<file path="src/hw/rtl/sbme_pkg.sv">
// sbme_pkg: shared types and fixed constants of the block-matching engine
// used by sbme_div and by the top level sad_block_match_engine
package sbme_pkg;

   // item field widths
   localparam int CMD_W   = 2;
   localparam int COORD_W = 7;
   localparam int LANE_W  = 2;
   localparam int BYTE_W  = 8;
   localparam int IDX_W   = 10;
   localparam int SAD_W   = 20;

   // register widths
   localparam int CSR_IDX_W  = 3;
   localparam int CSR_DATA_W = 7;
   localparam int FS_W       = 6;
   localparam int BPP_W      = 3;
   localparam int COLS_W     = 6;
   localparam int SHIFT_W    = 7;

   // signed working width for window coordinates
   localparam int POS_W = 14;

   // divider step count, one quotient bit per step
   localparam int DIV_STEPS = IDX_W;
   localparam int DIV_CNT_W = 4;

   localparam logic [SAD_W-1:0] SAD_MAX = 20'hFFFFF;

   // commands
   localparam logic [CMD_W-1:0] CMD_LOAD_CUR = 2'd0;
   localparam logic [CMD_W-1:0] CMD_LOAD_WIN = 2'd1;
   localparam logic [CMD_W-1:0] CMD_EVAL     = 2'd2;

   // register indexes
   localparam logic [CSR_IDX_W-1:0] REG_FIELD_SIZE    = 3'd0;
   localparam logic [CSR_IDX_W-1:0] REG_BYTES_PER_PIX = 3'd1;
   localparam logic [CSR_IDX_W-1:0] REG_SHIFT_COLUMNS = 3'd2;
   localparam logic [CSR_IDX_W-1:0] REG_BASE_SHIFT_X  = 3'd3;
   localparam logic [CSR_IDX_W-1:0] REG_BASE_SHIFT_Y  = 3'd4;

   // divider result toward the sequencer
   typedef struct packed {
      logic              done;
      logic [IDX_W-1:0]  quot;
      logic [COLS_W-1:0] rem;
   } div_res_type;

endpackage

</file>
<file path="src/hw/rtl/sbme_div.sv">
// sbme_div: restoring divider, one quotient bit per cycle
// splits a shift index into row shift (quotient) and column shift (remainder); uses sbme_pkg
module sbme_div (
   input  logic                       clock,
   input  logic                       reset,
   input  logic                       start,
   input  logic [sbme_pkg::IDX_W-1:0]  dividend,
   input  logic [sbme_pkg::COLS_W-1:0] divisor,
   output sbme_pkg::div_res_type      res
);
   import sbme_pkg::*;

   logic                 busy_ff, busy_in;
   logic                 done_ff, done_in;
   logic [DIV_CNT_W-1:0] cnt_ff, cnt_in;
   logic [IDX_W-1:0]     quot_ff, quot_in;
   logic [COLS_W-1:0]    rem_ff, rem_in;
   logic [COLS_W-1:0]    dvs_ff, dvs_in;
   logic [COLS_W:0]      shifted;
   logic [COLS_W+1:0]    trial;

   // one shift-subtract step
   assign shifted = {rem_ff, quot_ff[IDX_W-1]};
   assign trial   = {1'b0, shifted} - {2'b00, dvs_ff};

   always_comb begin
      busy_in = busy_ff;
      done_in = 1'b0;
      cnt_in  = cnt_ff;
      quot_in = quot_ff;
      rem_in  = rem_ff;
      dvs_in  = dvs_ff;
      if (start) begin
         busy_in = 1'b1;
         cnt_in  = DIV_CNT_W'(DIV_STEPS);
         quot_in = dividend;
         rem_in  = '0;
         dvs_in  = divisor;
      end else if (busy_ff) begin
         if (!trial[COLS_W+1]) begin
            rem_in  = trial[COLS_W-1:0];
            quot_in = {quot_ff[IDX_W-2:0], 1'b1};
         end else begin
            rem_in  = shifted[COLS_W-1:0];
            quot_in = {quot_ff[IDX_W-2:0], 1'b0};
         end
         cnt_in = cnt_ff - 1'b1;
         if (cnt_ff == DIV_CNT_W'(1)) begin
            busy_in = 1'b0;
            done_in = 1'b1;
         end
      end
   end

   always_ff @(posedge clock) begin
      if (reset) begin
         busy_ff <= 1'b0;
         done_ff <= 1'b0;
         cnt_ff  <= '0;
      end else begin
         busy_ff <= busy_in;
         done_ff <= done_in;
         cnt_ff  <= cnt_in;
      end
   end

   always_ff @(posedge clock) begin
      quot_ff <= quot_in;
      rem_ff  <= rem_in;
      dvs_ff  <= dvs_in;
   end

   assign res.done = done_ff;
   assign res.quot = quot_ff;
   assign res.rem  = rem_ff;

   // done is a single pulse at the end of a busy run
   a_done_after_busy: assert property (@(posedge clock) disable iff (reset)
      done_ff |-> $past(busy_ff) && !busy_ff)
      else $error("divider done without a busy run");

   a_remainder_below_divisor: assert property (@(posedge clock) disable iff (reset)
      done_ff |-> rem_ff < dvs_ff)
      else $error("divider remainder not below divisor");

   a_busy_counts: assert property (@(posedge clock) disable iff (reset)
      busy_ff |-> cnt_ff != '0)
      else $error("divider busy with empty step count");

endmodule

</file>
<file path="config.mk">
export PLATFORM = sky130hd
export DESIGN_NAME = sbme_div
export DESIGN_NICKNAME = d
export VERILOG_FILES = /design/src/hw/rtl/sbme_pkg.sv /design/src/hw/rtl/sbme_div.sv
export SDC_FILE = /design/constraint.sdc
export NUM_CORES = 1
export LEC_CHECK = 0
export BUFFER_PORTS_ARGS = -buffer_cell sky130_fd_sc_hd__buf_2
export CORE_MARGIN = 2
export CORE_UTILIZATION = 46
export CTS_CLUSTER_DIAMETER = 100
export DETAILED_ROUTE_END_ITERATION = 6
export PLACE_DENSITY_LB_ADDON = 0.15
export SYNTH_ARGS = -nofsm -noshare
export SYNTH_HDL_FRONTEND = slang
export SYNTH_SLANG_ARGS = --single-unit
</file>
<file path="constraint.sdc">
create_clock -name clock -period 1.8 [get_ports clock]
set_clock_uncertainty 0.1 [all_clocks]
set_input_delay 0.36 -clock clock [delete_from_list [all_inputs] [get_ports clock]]
set_output_delay 0.36 -clock clock [all_outputs]
set_load 0.005 [all_outputs]
</file>
; ---- Word-level counts from Yosys, hierarchy flattened
; Cells that the tools add are included.
[word_totals]
register_bits = 28
input_bits = 19
out_inout_bits = 17
word_cells = 24
[classes]
add_sub_neg = 2
eq_ne = 1
n_mux = 10
bitwise_logic = 1
reduce_logical = 3
[ops]
columns = op, count
row1 = $mux W10, 2
row2 = $mux W4, 2
row3 = $sub A7 B6 Y8, 1
row4 = $mux W6, 1
row5 = $mux W1, 5
row6 = $eq A4 B1 Y1 const B, 1
row7 = $sub A4 B1 Y4 const B, 1
row8 = $reduce_or A3 Y1, 1
row9 = $reduce_bool A2 Y1, 1
row10 = $reduce_or A2 Y1, 1
row11 = $not A1 Y1, 1

; ---- Depth between registers and ports, before layout
[depth]
word_depth = 4
mapped_depth = 9
depth_no_buf = 9

; ---- Worst setup path before layout
; Ideal clock, no wire load.
[synth_path]
kind = register -> register
start = register quot_ff[9]
end = register rem_ff[4]
setup_ns = 0.074
arrival_ns = 1.736
required_ns = 1.626
setup_slack_ns = -0.110
path_stages_with_launch = 10
path_buffers = 0
synth_period_minus_slack_ns = 1.910
path_cell_list = edfxtp_1 -> inv_1 -> ha_1 -> inv_1 -> fa_1 -> a21o_2 -> a21oi_1 -> xnor2_1 -> mux2i_1 -> o21ai_0
[synth_via]
elab_chain_cells = 2
[synth_rtl]
columns = item, line
row1 = start: declaration, sbme_div.sv:16  ; logic [IDX_W-1:0] quot_ff, quot_in;
row2 = start signal: assignment, sbme_div.sv:68  ; quot_ff <= quot_in;
row3 = $sub A7 B6 Y8, sbme_div.sv:24  ; assign trial = {1'b0, shifted} - {2'b00, dvs_ff};
row4 = $mux W6, sbme_div.sv:40  ; if (!trial[COLS_W+1]) begin
row5 = end signal: assignment, sbme_div.sv:69  ; rem_ff <= rem_in;
row6 = end: declaration, sbme_div.sv:17  ; logic [COLS_W-1:0] rem_ff, rem_in;
; Every way passes these cells.
; A chain may end at the register's enable or synchronous reset.

; ---- Worst setup path after layout
; Same ends and word-level chain as after synthesis.

==> flow_metrics.tcl <==
set metrics [dict create \
    cpPeakStageDelay_ns 0.44 \
    path_clk_slew_ns 0.14 \
    syn2layout_area_growth_pct 33.8 \
    cp_max_fo 2 \
    root_buffer "clkbuf_4" \
    synthXorXnorAreaFrac_pct 3.78 \
    cp-start-kind "flop" \
    final_cell_mix "35 x buf_2, 21 x buf_4, 16 x edfxtp_1" \
    slew_headroom_pct 74.4 \
    r2r-start "quot_ff[9]" \
    peakVddDrop_mv 0.444 \
    finalWeightedCongestion 0.826 \
    hp-class "in -> reg" \
    crit_buf_inv 2 \
    finalMaxSlewViolations 0 \
    syn_area_sq_um 1390 \
    dpl_cell_area_sq_um 1760 \
    routedWlPerCell_microns 13.9 \
    initial_core_util_pct 49.6 \
    yosys_register_bits 28 \
    grt-ovfl-total 0 \
    drc 1 \
    path_delay_family "adder cells" \
    antenna_found_initial 0 \
    r2r_setup_slack_ns -0.12 \
    synth_area_leader_cell "edfxtp_1" \
    nNetsFinal 204 \
    ios 36 \
    finalSetupViolCount 3 \
    rsz0062_at_grt "yes" \
    port_buffers 35 \
    drv_cap 0 \
    grt_pass1_wl_microns 4330 \
    syn_inst 118 \
    status "finished with violations" \
    synth_top_family_by_area "multiplexers" \
    grt_pass1_vias 981 \
    numCtsBuffers 3 \
    crit_path_end "rem_ff[4]" \
    startpoint "quot_ff[9]" \
    diodes 0 \
    multi_input_area_sq_um 692 \
    syn_avg_cell_area_sq_um 11.8 \
    finalSetupTns_ns -0.172 \
    holdWs_ns 0.101 \
    required_ns 1.97 \
    synth_top_area_share_pct 34.6 \
    finalInstanceArea_sq_um 1860 \
    hpwl_microns 2110 \
    cp.depth 9 \
    synth_cell_types 31 \
    r2r_end "rem_ff[4]" \
    synth_compound_area_share_pct 8.82 \
    grt.total_usage_pct 16.6 \
    htreeDepth 1 \
    via_per_inst 5.14 \
    worstSetupPathType "reg -> reg" \
    fin_crit_ns 1.92 \
    min_period_over_period_pct 106 \
    syn_nets 146 \
    cpMostUsedCell "inv_2" \
    drt_first_pass_iters 6 \
    grt_max_degree 18 \
    power_leakage_nw 0.824 \
    drtIter0Drc 61 \
    critPathSlowestCell "edfxtp_1" \
    final-seq-area_sq_um 722 \
    arrival_ns 2.08 \
    synth_mux_area_share_pct 12.1 \
    insertion_delay_ns 0.32 \
    violations "DRC, setup timing" \
    yosys.area_share.simple_pct 10.7 \
    final_common_cell "buf_2" \
    cp-end-kind "flop" \
    cts_hold_buffers 0 \
    netlist_top_cells_area "edfxtp_1 35%, dfxtp_1 17%, mux2_2 8.1%" \
    finalHoldViolations 0 \
    power_density_nw_per_um2 742 \
    worstMarginPinSlew_ns 0.378 \
    synth_adder_area_share_pct 8.64 \
    cts_tree "done" \
    die_h_microns 59.0 \
    fmax_ghz 0.522 \
    drive_gt1_share_pct 52.6 \
    drt_wl_total_microns 2860 \
    final_antenna_net_count 0 \
    coreArea_sq_um 2810 \
    finalWorstSetupSlack_ns -0.116 \
    fill_cells 218 \
    cp_cell_sequence "inv_2 > ha_4 > inv_2 > fa_2 > a21o_2 > a21oi_2 > xnor2_1 > mux2i_1 > o21ai_1" \
    cts_num_sinks 28 \
    rows 19 \
    cts_max_path_buffers 2 \
    dr_total_vias 1059 \
    synth_seq_area_share_pct 51.8 \
    r2r_cells 9 \
    yosysWarnings 0 \
    dieArea_sq_um 3480 \
    die_w_microns 59.0 \
]
[cell type report]
cell class                 instances  area share [%]
clock buffer                       4            1.41
inverter                          10            2.02
tap                               31            2.08
multi-input combinational         76            37.2
sequential                        28            38.8
timing repair buffer              57            18.5
[kinds of logic (layout without fill, tap and decap cells)]
family          after synthesis  after routing
compound gates               15             15
simple gates                 31             31
fa+ha+maj                     9              9
mux                          15             15
buf+inv                      14             71
flops                        28             28
xor+xnor                      6              6
[registers in the layout, summed over array words and instances (netlist names)]
name,flops
quot_ff,10
busy_ff,1
cnt_ff,4
dvs_ff,6
done_ff,1
rem_ff,6
[metal layers]
metal	track usage (%)	up-vias	wire length [microns]
li1	-	524	-
met1	21.0	506	1200
met2	29.4	27	1520
met3	2.62	2	108
met4	4.87	0	23
met5	0	-	0
[per-stage QoR]
stage	worst slack (ns)	std cells	power (mW)	util (%)
after floorplan	-0.00748	118	0.970	-
after global placement	-0.138	196	1.09	62.7
after detailed placement	-0.134	196	1.10	62.7
after CTS	-0.106	204	1.37	65.1
after global routing	-0.221	206	1.47	66.3
final	-0.116	206	1.38	66.3
[cells in the mapped netlist (all sizes together)]
library cell  count
nor2b             1
o41ai             1
nor4b             2
nor2             13
xor2              3
o211ai            1
a21oi             4
edfxtp           16
mux2i             4
or2               4
xnor2             3
nand2b            1
dfxtp            12
a21o              1
buf               4
o21ai             4
inv              10
a31oi             1
mux2             11
ha                8
nor3              2
a211oi            3
and3              1
fa                1
nand2             7
[power by group]
group	switching, mW	total [mW]	internal, mW
clock network	0.170	0.257	0.0866
registers	0.0292	0.763	0.734
logic	0.159	0.360	0.201
total	0.358	1.38	1.02
[worst min-delay path by stage]
| stage | cells after the start | end | slack [ns] | startpoint |
|---|---|---|---|---|
| 5_1_grt | 1 | dvs_ff[0] | 0.08 | divisor[0] |
| 4_1_cts | 1 | dvs_ff[5] | 0.09 | divisor[5] |
| 2_1_floorplan | 1 | busy_ff | 0.33 | reset |
| 3_3_place_gp | 2 | rem_ff[5] | 0.37 | rem_ff[5] |
| 3_5_place_dp | 2 | rem_ff[5] | 0.40 | rem_ff[5] |
| 6_report | 1 | dvs_ff[5] | 0.10 | divisor[5] |
[worst reg2reg max path: stages (launching register included)]
cell and delay, ns:
edfxtp_1 0.44, inv_2 0.10, ha_4 0.15, inv_2 0.04, fa_2 0.35, a21o_2 0.21, a21oi_2 0.14, xnor2_1 0.13
mux2i_1 0.09, o21ai_1 0.11
[timing repair]
item	in CTS	in global routing
setup endpoints to repair	5	7
setup buffers	4	2
pin swaps	2	1
gates resized for setup	2	4
No activity file was read; power rests on OpenSTA's default activity.
